**src/rtl/amd_pkg.sv**
```systemverilog
`default_nettype none

package amd_pkg;

    // field widths
    localparam int RAW_W      = 16;
    localparam int AXIS_W     = 12;
    localparam int DIFF_W     = 13;
    localparam int SQ_W       = 23;
    localparam int SUMSQ_W    = 24;
    localparam int FRAC_SHIFT = 8;
    localparam int ROOT_IN_W  = SUMSQ_W + FRAC_SHIFT;
    localparam int MAG_W      = 16;
    localparam int BSUM_W     = 24;
    localparam int SAMPLES_W  = 9;
    localparam int AXIS_SHIFT = 4;

    // default baseline window length
    localparam int BASELINE_SAMPLES_DEF = 16;

    // per-lane control from the sequencer
    typedef struct packed {
        logic load;
        logic square;
        logic prev_valid;
    } lane_ctrl_t;

endpackage

`default_nettype wire

```
**src/rtl/amd_lane.sv**
```systemverilog
`default_nettype none

module amd_lane (
    input  wire                                clk,
    input  wire                                rst_n,
    input  wire amd_pkg::lane_ctrl_t           ctrl,
    input  wire        [amd_pkg::RAW_W-1:0]    raw_word,
    output logic signed [amd_pkg::AXIS_W-1:0]  axis,
    output logic signed [amd_pkg::DIFF_W-1:0]  diff,
    output logic       [amd_pkg::AXIS_W-1:0]   abs_diff,
    output logic       [amd_pkg::SQ_W-1:0]     square
);

    logic signed [amd_pkg::AXIS_W-1:0]   axis_in;
    logic signed [amd_pkg::DIFF_W-1:0]   diff_in;
    logic signed [2*amd_pkg::AXIS_W-1:0] product;
    logic signed [amd_pkg::DIFF_W-1:0]   diff_neg;

    logic signed [amd_pkg::AXIS_W-1:0] axis_reg;
    logic signed [amd_pkg::AXIS_W-1:0] prev_reg;
    logic signed [amd_pkg::DIFF_W-1:0] diff_reg;
    logic        [amd_pkg::SQ_W-1:0]   square_reg;

    // arithmetic shift of the left-justified word is its upper bits
    assign axis_in = $signed(raw_word[amd_pkg::RAW_W-1:amd_pkg::AXIS_SHIFT]);

    // change against the previous sample, zero on the first one
    always_comb
    begin
        if (ctrl.prev_valid)
        begin
            diff_in = {axis_in[amd_pkg::AXIS_W-1], axis_in}
                    - {prev_reg[amd_pkg::AXIS_W-1], prev_reg};
        end
        else
        begin
            diff_in = '0;
        end
    end

    assign product  = axis_reg * axis_reg;
    assign diff_neg = -diff_reg;

    // magnitude of the change always fits in the axis width
    assign abs_diff = diff_reg[amd_pkg::DIFF_W-1] ? diff_neg[amd_pkg::AXIS_W-1:0]
                                                  : diff_reg[amd_pkg::AXIS_W-1:0];

    // capture on transaction, square when the square control is set
    always_ff @(posedge clk or negedge rst_n)
    begin
        if (!rst_n)
        begin
            axis_reg   <= '0;
            prev_reg   <= '0;
            diff_reg   <= '0;
            square_reg <= '0;
        end
        else
        begin
            if (ctrl.load)
            begin
                axis_reg <= axis_in;
                prev_reg <= axis_in;
                diff_reg <= diff_in;
            end
            if (ctrl.square)
            begin
                square_reg <= product[amd_pkg::SQ_W-1:0];
            end
        end
    end

    assign axis   = axis_reg;
    assign diff   = diff_reg;
    assign square = square_reg;

endmodule

`default_nettype wire

```
**src/rtl/amd_merge.sv**
```systemverilog
`default_nettype none

module amd_merge (
    input  wire                              clk,
    input  wire                              rst_n,
    input  wire                              en,
    input  wire  [amd_pkg::SQ_W-1:0]         sq_x,
    input  wire  [amd_pkg::SQ_W-1:0]         sq_y,
    input  wire  [amd_pkg::SQ_W-1:0]         sq_z,
    input  wire  [amd_pkg::AXIS_W-1:0]       abs_x,
    input  wire  [amd_pkg::AXIS_W-1:0]       abs_y,
    input  wire  [amd_pkg::AXIS_W-1:0]       abs_z,
    output logic [amd_pkg::SUMSQ_W-1:0]      sum_sq,
    output logic [amd_pkg::AXIS_W-1:0]       largest
);

    logic [amd_pkg::SUMSQ_W-1:0] sum_next;
    logic [amd_pkg::AXIS_W-1:0]  max_xy;
    logic [amd_pkg::AXIS_W-1:0]  largest_next;
    logic [amd_pkg::SUMSQ_W-1:0] sum_reg;
    logic [amd_pkg::AXIS_W-1:0]  largest_reg;

    // sum of squares cannot exceed three times the largest square
    assign sum_next = amd_pkg::SUMSQ_W'(sq_x) + amd_pkg::SUMSQ_W'(sq_y)
                    + amd_pkg::SUMSQ_W'(sq_z);

    // largest per-axis change
    assign max_xy       = (abs_x >= abs_y) ? abs_x : abs_y;
    assign largest_next = (max_xy >= abs_z) ? max_xy : abs_z;

    always_ff @(posedge clk or negedge rst_n)
    begin
        if (!rst_n)
        begin
            sum_reg     <= '0;
            largest_reg <= '0;
        end
        else if (en)
        begin
            sum_reg     <= sum_next;
            largest_reg <= largest_next;
        end
    end

    assign sum_sq  = sum_reg;
    assign largest = largest_reg;

endmodule

`default_nettype wire

```
**src/rtl/amd_isqrt.sv**
```systemverilog
`default_nettype none

module amd_isqrt (
    input  wire                               clk,
    input  wire                               rst_n,
    input  wire                               start,
    input  wire  [amd_pkg::ROOT_IN_W-1:0]     operand,
    output logic                              done,
    output logic [amd_pkg::MAG_W-1:0]         root
);

    localparam int CNT_W = $clog2(amd_pkg::MAG_W);
    localparam int REM_W = amd_pkg::MAG_W + 3;
    localparam logic [CNT_W-1:0] LAST = CNT_W'(amd_pkg::MAG_W - 1);

    logic [amd_pkg::ROOT_IN_W-1:0] op_reg;
    logic [REM_W-1:0]              rem_reg;
    logic [amd_pkg::MAG_W-1:0]     root_reg;
    logic [CNT_W-1:0]              cnt_reg;
    logic                          busy_reg;
    logic                          done_reg;

    logic [REM_W-1:0] rem_shift;
    logic [REM_W-1:0] trial;

    // one result bit per cycle: bring down two operand bits, try root*4+1
    assign rem_shift = {rem_reg[REM_W-3:0],
                        op_reg[amd_pkg::ROOT_IN_W-1:amd_pkg::ROOT_IN_W-2]};
    assign trial     = REM_W'({root_reg, 2'b01});

    always_ff @(posedge clk or negedge rst_n)
    begin
        if (!rst_n)
        begin
            op_reg   <= '0;
            rem_reg  <= '0;
            root_reg <= '0;
            cnt_reg  <= '0;
            busy_reg <= 1'b0;
            done_reg <= 1'b0;
        end
        else
        begin
            done_reg <= busy_reg && !start && (cnt_reg == LAST);
            if (start)
            begin
                op_reg   <= operand;
                rem_reg  <= '0;
                root_reg <= '0;
                cnt_reg  <= '0;
                busy_reg <= 1'b1;
            end
            else if (busy_reg)
            begin
                op_reg <= {op_reg[amd_pkg::ROOT_IN_W-3:0], 2'b00};
                if (rem_shift >= trial)
                begin
                    rem_reg  <= rem_shift - trial;
                    root_reg <= {root_reg[amd_pkg::MAG_W-2:0], 1'b1};
                end
                else
                begin
                    rem_reg  <= rem_shift;
                    root_reg <= {root_reg[amd_pkg::MAG_W-2:0], 1'b0};
                end
                cnt_reg <= cnt_reg + CNT_W'(1);
                if (cnt_reg == LAST)
                begin
                    busy_reg <= 1'b0;
                end
            end
        end
    end

    assign done = done_reg;
    assign root = root_reg;

endmodule

`default_nettype wire

```
**src/rtl/amd_div.sv**
```systemverilog
`default_nettype none

module amd_div #(
    parameter int DIVISOR = amd_pkg::BASELINE_SAMPLES_DEF
) (
    input  wire                              clk,
    input  wire                              rst_n,
    input  wire                              start,
    input  wire  [amd_pkg::BSUM_W-1:0]       dividend,
    output logic                             done,
    output logic [amd_pkg::MAG_W-1:0]        quotient
);

    // floor(x / d) equals (x * ceil(2^32 / d)) >> 32 for any 24-bit x and d up to 256
    localparam int RECIP_SHIFT = 32;
    localparam int HALF_W      = 16;
    localparam int HI_W        = amd_pkg::BSUM_W + RECIP_SHIFT + 1 - HALF_W;
    localparam int LO_W        = amd_pkg::BSUM_W + HALF_W;
    localparam int PROD_W      = amd_pkg::BSUM_W + RECIP_SHIFT + 1;
    localparam logic [RECIP_SHIFT:0] RECIP = (RECIP_SHIFT + 1)'(
        ((64'd1 << RECIP_SHIFT) + 64'(DIVISOR) - 64'd1) / 64'(DIVISOR));
    localparam logic [RECIP_SHIFT-HALF_W:0] RECIP_HI = RECIP[RECIP_SHIFT:HALF_W];
    localparam logic [HALF_W-1:0]           RECIP_LO = RECIP[HALF_W-1:0];

    logic [HI_W-1:0]           hi_reg;
    logic [LO_W-1:0]           lo_reg;
    logic [amd_pkg::MAG_W-1:0] quot_reg;
    logic                      pend_reg;
    logic                      done_reg;

    logic [PROD_W-1:0] prod_sum;

    // reciprocal split in two halves: partial products, then one add
    assign prod_sum = {hi_reg, HALF_W'(0)} + PROD_W'(lo_reg);

    always_ff @(posedge clk or negedge rst_n)
    begin
        if (!rst_n)
        begin
            hi_reg   <= '0;
            lo_reg   <= '0;
            quot_reg <= '0;
            pend_reg <= 1'b0;
            done_reg <= 1'b0;
        end
        else
        begin
            pend_reg <= start;
            done_reg <= pend_reg;
            if (start)
            begin
                hi_reg <= HI_W'(dividend) * HI_W'(RECIP_HI);
                lo_reg <= LO_W'(dividend) * LO_W'(RECIP_LO);
            end
            if (pend_reg)
            begin
                quot_reg <= prod_sum[RECIP_SHIFT+amd_pkg::MAG_W-1:RECIP_SHIFT];
            end
        end
    end

    // the average never exceeds the largest magnitude
    assign done     = done_reg;
    assign quotient = quot_reg;

endmodule

`default_nettype wire

```
**src/rtl/accel_motion_deviation.sv**
```systemverilog
`default_nettype none

// Motion detector for a three-axis accelerometer. Each input transaction carries
// three left-justified 16-bit words; the result transaction gives the signed
// 12-bit axes, the per-axis change from the previous sample (zero on the first),
// the largest absolute change, and the deviation of the Q12.4 vector magnitude
// from a baseline taken as the average of the first BASELINE_SAMPLES magnitudes
// (zero, with baseline_ready low, until that window is complete). Three axis
// lanes work side by side and a merge stage sums their squares and picks the
// largest change. A new transaction is accepted only after the previous one
// has passed the 16-step bit-serial square root and, once the output register
// is free, entered it; the sample that completes the baseline also passes the
// two-stage reciprocal multiply that forms the average. A finished result
// waits in the output register while the next transaction is accepted.
module accel_motion_deviation #(
    parameter int BASELINE_SAMPLES = amd_pkg::BASELINE_SAMPLES_DEF
) (
    input  wire                                 clk,
    input  wire                                 rst_n,
    input  wire                                 in_valid,
    output logic                                in_ready,
    input  wire         [amd_pkg::RAW_W-1:0]    raw_word_x,
    input  wire         [amd_pkg::RAW_W-1:0]    raw_word_y,
    input  wire         [amd_pkg::RAW_W-1:0]    raw_word_z,
    output logic                                out_valid,
    input  wire                                 out_ready,
    output logic signed [amd_pkg::AXIS_W-1:0]   accel_x,
    output logic signed [amd_pkg::AXIS_W-1:0]   accel_y,
    output logic signed [amd_pkg::AXIS_W-1:0]   accel_z,
    output logic signed [amd_pkg::DIFF_W-1:0]   change_x,
    output logic signed [amd_pkg::DIFF_W-1:0]   change_y,
    output logic signed [amd_pkg::DIFF_W-1:0]   change_z,
    output logic        [amd_pkg::AXIS_W-1:0]   largest_change,
    output logic        [amd_pkg::MAG_W-1:0]    deviation,
    output logic                                baseline_ready
);

    typedef enum logic [2:0] {
        S_IDLE,
        S_SQUARE,
        S_MERGE,
        S_ROOT_GO,
        S_ROOT,
        S_DIV_GO,
        S_DIV,
        S_OUT
    } state_t;

    localparam logic [amd_pkg::SAMPLES_W-1:0] WINDOW =
        amd_pkg::SAMPLES_W'(BASELINE_SAMPLES);

    // lane outputs
    amd_pkg::lane_ctrl_t               lane_ctrl;
    logic signed [amd_pkg::AXIS_W-1:0] axis_x, axis_y, axis_z;
    logic signed [amd_pkg::DIFF_W-1:0] diff_x, diff_y, diff_z;
    logic        [amd_pkg::AXIS_W-1:0] abs_x, abs_y, abs_z;
    logic        [amd_pkg::SQ_W-1:0]   sq_x, sq_y, sq_z;

    // merge, root and divide
    logic                          merge_en;
    logic [amd_pkg::SUMSQ_W-1:0]   sum_sq;
    logic [amd_pkg::AXIS_W-1:0]    largest;
    logic                          root_start;
    logic                          root_done;
    logic [amd_pkg::MAG_W-1:0]     root;
    logic                          div_start;
    logic                          div_done;
    logic [amd_pkg::MAG_W-1:0]     quotient;
    logic                          in_xfer;
    logic                          out_free;
    logic [amd_pkg::MAG_W-1:0]     dev_calc;

    // sequencer state and registered outputs
    state_t                            state_reg, state_next;
    logic                              prev_valid_reg, prev_valid_next;
    logic [amd_pkg::SAMPLES_W-1:0]     remaining_reg, remaining_next;
    logic [amd_pkg::BSUM_W-1:0]        bsum_reg, bsum_next;
    logic [amd_pkg::MAG_W-1:0]         average_reg, average_next;
    logic [amd_pkg::MAG_W-1:0]         mag_reg, mag_next;
    logic                              out_valid_reg, out_valid_next;
    logic signed [amd_pkg::AXIS_W-1:0] accel_x_reg, accel_x_next;
    logic signed [amd_pkg::AXIS_W-1:0] accel_y_reg, accel_y_next;
    logic signed [amd_pkg::AXIS_W-1:0] accel_z_reg, accel_z_next;
    logic signed [amd_pkg::DIFF_W-1:0] change_x_reg, change_x_next;
    logic signed [amd_pkg::DIFF_W-1:0] change_y_reg, change_y_next;
    logic signed [amd_pkg::DIFF_W-1:0] change_z_reg, change_z_next;
    logic        [amd_pkg::AXIS_W-1:0] largest_reg, largest_next;
    logic        [amd_pkg::MAG_W-1:0]  deviation_reg, deviation_next;
    logic                              ready_reg, ready_next;

    assign in_ready = (state_reg == S_IDLE);
    assign in_xfer  = in_valid && in_ready;
    assign out_free = !out_valid_reg || out_ready;

    assign lane_ctrl.load       = in_xfer;
    assign lane_ctrl.square     = (state_reg == S_SQUARE);
    assign lane_ctrl.prev_valid = prev_valid_reg;
    assign merge_en             = (state_reg == S_MERGE);
    assign root_start           = (state_reg == S_ROOT_GO);
    assign div_start            = (state_reg == S_DIV_GO);

    // axis lanes
    amd_lane u_lane_x (
        .clk      (clk),
        .rst_n    (rst_n),
        .ctrl     (lane_ctrl),
        .raw_word (raw_word_x),
        .axis     (axis_x),
        .diff     (diff_x),
        .abs_diff (abs_x),
        .square   (sq_x)
    );

    amd_lane u_lane_y (
        .clk      (clk),
        .rst_n    (rst_n),
        .ctrl     (lane_ctrl),
        .raw_word (raw_word_y),
        .axis     (axis_y),
        .diff     (diff_y),
        .abs_diff (abs_y),
        .square   (sq_y)
    );

    amd_lane u_lane_z (
        .clk      (clk),
        .rst_n    (rst_n),
        .ctrl     (lane_ctrl),
        .raw_word (raw_word_z),
        .axis     (axis_z),
        .diff     (diff_z),
        .abs_diff (abs_z),
        .square   (sq_z)
    );

    // combine lanes
    amd_merge u_merge (
        .clk     (clk),
        .rst_n   (rst_n),
        .en      (merge_en),
        .sq_x    (sq_x),
        .sq_y    (sq_y),
        .sq_z    (sq_z),
        .abs_x   (abs_x),
        .abs_y   (abs_y),
        .abs_z   (abs_z),
        .sum_sq  (sum_sq),
        .largest (largest)
    );

    // magnitude in Q12.4
    amd_isqrt u_isqrt (
        .clk     (clk),
        .rst_n   (rst_n),
        .start   (root_start),
        .operand ({sum_sq, amd_pkg::FRAC_SHIFT'(0)}),
        .done    (root_done),
        .root    (root)
    );

    // baseline average
    amd_div #(
        .DIVISOR (BASELINE_SAMPLES)
    ) u_div (
        .clk      (clk),
        .rst_n    (rst_n),
        .start    (div_start),
        .dividend (bsum_reg),
        .done     (div_done),
        .quotient (quotient)
    );

    assign dev_calc = (mag_reg >= average_reg) ? mag_reg - average_reg
                                               : average_reg - mag_reg;

    // sequencer
    always_comb
    begin
        state_next      = state_reg;
        prev_valid_next = prev_valid_reg;
        remaining_next  = remaining_reg;
        bsum_next       = bsum_reg;
        average_next    = average_reg;
        mag_next        = mag_reg;
        out_valid_next  = out_valid_reg;
        accel_x_next    = accel_x_reg;
        accel_y_next    = accel_y_reg;
        accel_z_next    = accel_z_reg;
        change_x_next   = change_x_reg;
        change_y_next   = change_y_reg;
        change_z_next   = change_z_reg;
        largest_next    = largest_reg;
        deviation_next  = deviation_reg;
        ready_next      = ready_reg;

        if (out_valid_reg && out_ready)
        begin
            out_valid_next = 1'b0;
        end

        case (state_reg)
            S_IDLE:
            begin
                if (in_xfer)
                begin
                    prev_valid_next = 1'b1;
                    state_next      = S_SQUARE;
                end
            end
            S_SQUARE:
            begin
                state_next = S_MERGE;
            end
            S_MERGE:
            begin
                state_next = S_ROOT_GO;
            end
            S_ROOT_GO:
            begin
                state_next = S_ROOT;
            end
            S_ROOT:
            begin
                if (root_done)
                begin
                    mag_next   = root;
                    state_next = S_OUT;
                    if (remaining_reg != '0)
                    begin
                        bsum_next      = bsum_reg + amd_pkg::BSUM_W'(root);
                        remaining_next = remaining_reg - amd_pkg::SAMPLES_W'(1);
                        if (remaining_reg == amd_pkg::SAMPLES_W'(1))
                        begin
                            state_next = S_DIV_GO;
                        end
                    end
                end
            end
            S_DIV_GO:
            begin
                state_next = S_DIV;
            end
            S_DIV:
            begin
                if (div_done)
                begin
                    average_next = quotient;
                    state_next   = S_OUT;
                end
            end
            S_OUT:
            begin
                if (out_free)
                begin
                    out_valid_next = 1'b1;
                    accel_x_next   = axis_x;
                    accel_y_next   = axis_y;
                    accel_z_next   = axis_z;
                    change_x_next  = diff_x;
                    change_y_next  = diff_y;
                    change_z_next  = diff_z;
                    largest_next   = largest;
                    if (remaining_reg == '0)
                    begin
                        deviation_next = dev_calc;
                        ready_next     = 1'b1;
                    end
                    else
                    begin
                        deviation_next = '0;
                        ready_next     = 1'b0;
                    end
                    state_next = S_IDLE;
                end
            end
            default:
            begin
                state_next = S_IDLE;
            end
        endcase
    end

    always_ff @(posedge clk or negedge rst_n)
    begin
        if (!rst_n)
        begin
            state_reg      <= S_IDLE;
            prev_valid_reg <= 1'b0;
            remaining_reg  <= WINDOW;
            bsum_reg       <= '0;
            average_reg    <= '0;
            mag_reg        <= '0;
            out_valid_reg  <= 1'b0;
            accel_x_reg    <= '0;
            accel_y_reg    <= '0;
            accel_z_reg    <= '0;
            change_x_reg   <= '0;
            change_y_reg   <= '0;
            change_z_reg   <= '0;
            largest_reg    <= '0;
            deviation_reg  <= '0;
            ready_reg      <= 1'b0;
        end
        else
        begin
            state_reg      <= state_next;
            prev_valid_reg <= prev_valid_next;
            remaining_reg  <= remaining_next;
            bsum_reg       <= bsum_next;
            average_reg    <= average_next;
            mag_reg        <= mag_next;
            out_valid_reg  <= out_valid_next;
            accel_x_reg    <= accel_x_next;
            accel_y_reg    <= accel_y_next;
            accel_z_reg    <= accel_z_next;
            change_x_reg   <= change_x_next;
            change_y_reg   <= change_y_next;
            change_z_reg   <= change_z_next;
            largest_reg    <= largest_next;
            deviation_reg  <= deviation_next;
            ready_reg      <= ready_next;
        end
    end

    assign out_valid      = out_valid_reg;
    assign accel_x        = accel_x_reg;
    assign accel_y        = accel_y_reg;
    assign accel_z        = accel_z_reg;
    assign change_x       = change_x_reg;
    assign change_y       = change_y_reg;
    assign change_z       = change_z_reg;
    assign largest_change = largest_reg;
    assign deviation      = deviation_reg;
    assign baseline_ready = ready_reg;

endmodule

`default_nettype wire

```
**config.mk**
```make
export PLATFORM = sky130hd
export DESIGN_NAME = accel_motion_deviation
export DESIGN_NICKNAME = d
export VERILOG_FILES = /design/src/rtl/amd_pkg.sv /design/src/rtl/amd_lane.sv /design/src/rtl/amd_merge.sv /design/src/rtl/amd_isqrt.sv /design/src/rtl/amd_div.sv /design/src/rtl/accel_motion_deviation.sv
export SDC_FILE = /design/constraint.sdc
export NUM_CORES = 2
export LEC_CHECK = 0
export ABC_AREA = 1
export BUFFER_PORTS_ARGS = -buffer_cell sky130_fd_sc_hd__buf_2
export CAP_MARGIN = 10
export CORE_ASPECT_RATIO = 1.1
export CORE_MARGIN = 4
export CORE_UTILIZATION = 30
export CTS_CLUSTER_DIAMETER = 40
export DETAILED_ROUTE_END_ITERATION = 6
export PLACE_DENSITY_LB_ADDON = 0.1
export SKIP_LAST_GASP = 1
export SYNTH_ARGS = -nofsm -noshare
export SYNTH_HDL_FRONTEND = slang
export SYNTH_HIERARCHICAL = 1
export SYNTH_SLANG_ARGS = --single-unit
```
**constraint.sdc**
```tcl
create_clock -name clk -period 4.7 [get_ports clk]
set_input_delay 0.235 -clock clk [delete_from_list [all_inputs] [get_ports clk]]
set_output_delay 0.235 -clock clk [all_outputs]
set_load 0.1 [all_outputs]
```
==> impl_metrics.json <==
{
  "run_status": "complete, but fails checks",
  "violated_checks": "setup timing",
  "syn2layout_area_growth_pct": 30.1,
  "finalWorstSetupSlack_ps": -91.9,
  "maxSlewViolCount": 0,
  "period_minus_slack_ps": 4790,
  "avgRoutedWirePerCell_um": 16.9,
  "numCtsBuffers": 94,
  "drt-total-wl_um": 137000,
  "grt_util_overall_pct": 18.6,
  "path_class": "reg -> reg",
  "holdCritPathClass": "in -> reg",
  "gr-total-overflow": 0,
  "die_area_um2": 147000,
  "slew_headroom_pct": 36.8,
  "final_min_period_over_clock_period_pct": 102,
  "grt_pass1_wl_um": 216000,
  "tritoncts": "yes",
  "buffer_ports.inserted": 145,
  "tightestPinTransition_ps": 938,
  "critical_path_arrival_ps": 5350,
  "layout-drive-gt1-share_pct": 22.7,
  "min_path_cells": 3,
  "max_clock_freq_ghz": 0.209,
  "num_io_pins": 158,
  "setup_viol": 14,
  "drt-pass1-iter-count": 7,
  "cts.reportedPaths.clkPinSlew_ps": 50,
  "synth.yosys.warnings": 6,
  "root_buffer_cell": "clkbuf_16",
  "netlist_instances": 5591,
  "stdcell_count": 8127,
  "worst_clock_skew_ps": 68.6,
  "syn_area_um2": 42400,
  "ant_nets": 0,
  "routed_via_density": 4.50,
  "first_iter_violations": 1710,
  "fp.dieW_um": 366,
  "grt_antenna_before_repair": 1,
  "rsz0062_at_grt": "true",
  "cts.htree.levels": 3,
  "dp_cells": 7777,
  "post-place-ws_ps": -419,
  "placement_rows": 144,
  "vias": 36500,
  "global_placement_routability_congestion": 0.856,
  "grt_start_max_net_pins": 96,
  "design.core.area_um2": 140000,
  "largest_register_ff_count": 32,
  "clkSinkCount": 452,
  "final_core_utilization_pct": 39.3,
  "worst_setup_start_kind": "flop",
  "initial_util_pct": 30.2,
  "first_global_vias": 37800,
  "drc": 0,
  "cts.path.max_buffers": 3,
  "detailed_place_hpwl_um": 109000,
  "timing.critical_path.fanout_max": 8,
  "reg2reg_depth": 23,
  "endpoint_kind": "flop",
  "final_net_count": 6972,
  "die_y_um": 402,
  "post_synth.cell_area_avg_um2": 7.58,
  "max_cap_violations": 0,
  "clock_latency_on_the_worst_skew_pair_ps": 710,
  "finalHoldViolations": 0,
  "worst-endpoint-required_ps": 5260
}
-- worst paths after layout --
check	slack, ps	start	end
setup / recovery	-90	u_lane_x/prev_reg[8]	u_lane_x/square[22]
hold / removal	40	raw_word_y[10]	u_lane_y/prev_reg[6]
hold reg to reg	460	u_merge/sum_sq[0]	u_isqrt/op_reg[8]
setup reg to reg	-90	u_lane_x/prev_reg[8]	u_lane_x/square[22]
min in group asynchronous	90	rst_n	deviation[14]
max in group asynchronous	3370	rst_n	u_isqrt/rem_reg[0]
-- critical path, cell delays in order, from the launching register on --
cell and delay [ps]:
dfrtp_2 530, nand2_2 110, buf_4 150, fa_1 550
inv_2 70, ha_4 260, a21oi_2 60, fa_1 530
inv_1 50, fa_1 530, inv_1 50, fa_1 550
inv_2 50, ha_4 260, nand2_1 80, nand2_2 110
a21oi_4 160, nand2_1 90, nand2_2 100, nand2_1 50
nor2_1 90, nand2_1 60, nand3_1 80, nand2_1 50
-- cell type report --
type	count	area (um2)
Antenna cell	2	5.00
Clock buffer	118	2600
Clock inverter	58	792
Fill cell	14600	85000
Inverter	1129	4280
Multi-Input combinational cell	3872	28400
Sequential cell	452	11400
Tap cell	1825	2280
Timing Repair Buffer	671	5430
-- per-layer routing --
layer / share of wire [%] / track usage (%) / up-vias
met1: 45 / 24.0 / 17500
met3: 3.0 / 2.07 / 165
li1: - / - / 18300
met5: 0 / 0 / -
met4: 2.8 / 5.85 / 0
met2: 49 / 32.6 / 530
-- what timing repair did --
action,CTS,global route
setup buffers,60,76
endpoints found under the setup margin,42,54
resized for setup,286,444
hold buffers,35,0
hold endpoints to repair,109,0
cloned,2,1
pin swaps,164,269
-- placed cells by master (no fill, tap or decap), types with 19 or more instances in the layout --
cell type,n
a21oi_1,127
o22ai_1,30
a21oi_2,23
buf_6,75
o21ai_0,161
dlygate4sd3_1,35
ha_1,263
nor2_4,29
dfrtp_2,33
nand3b_1,46
fa_1,352
clkinv_2,19
inv_2,131
nand4_1,40
clkbuf_16,95
ha_4,54
buf_4,386
o21ai_1,23
nand2_2,92
nor2_1,210
nand3_1,251
buf_2,144
fa_2,29
a21oi_4,23
xnor2_1,39
buf_12,23
dfrtp_1,418
nand3_2,32
xor2_1,62
nand2_1,1703
nand2_4,65
inv_1,984
nor2_2,32
-- through the flow --
step           instance area [um2]  setup TNS (ps)  hold WS, ps
4_1_cts                      52900            -467         2.57
6_report                     55100            -555         40.5
2_1_floorplan                42500           -39.3        -60.6
5_1_grt                      55100           -5760         34.7
3_3_place_gp                 47500           -8510          265
3_5_place_dp                 47500           -8460          264
Power is not shown: default switching activity piles up to over one toggle a cycle in this logic, so the estimate is an artifact.
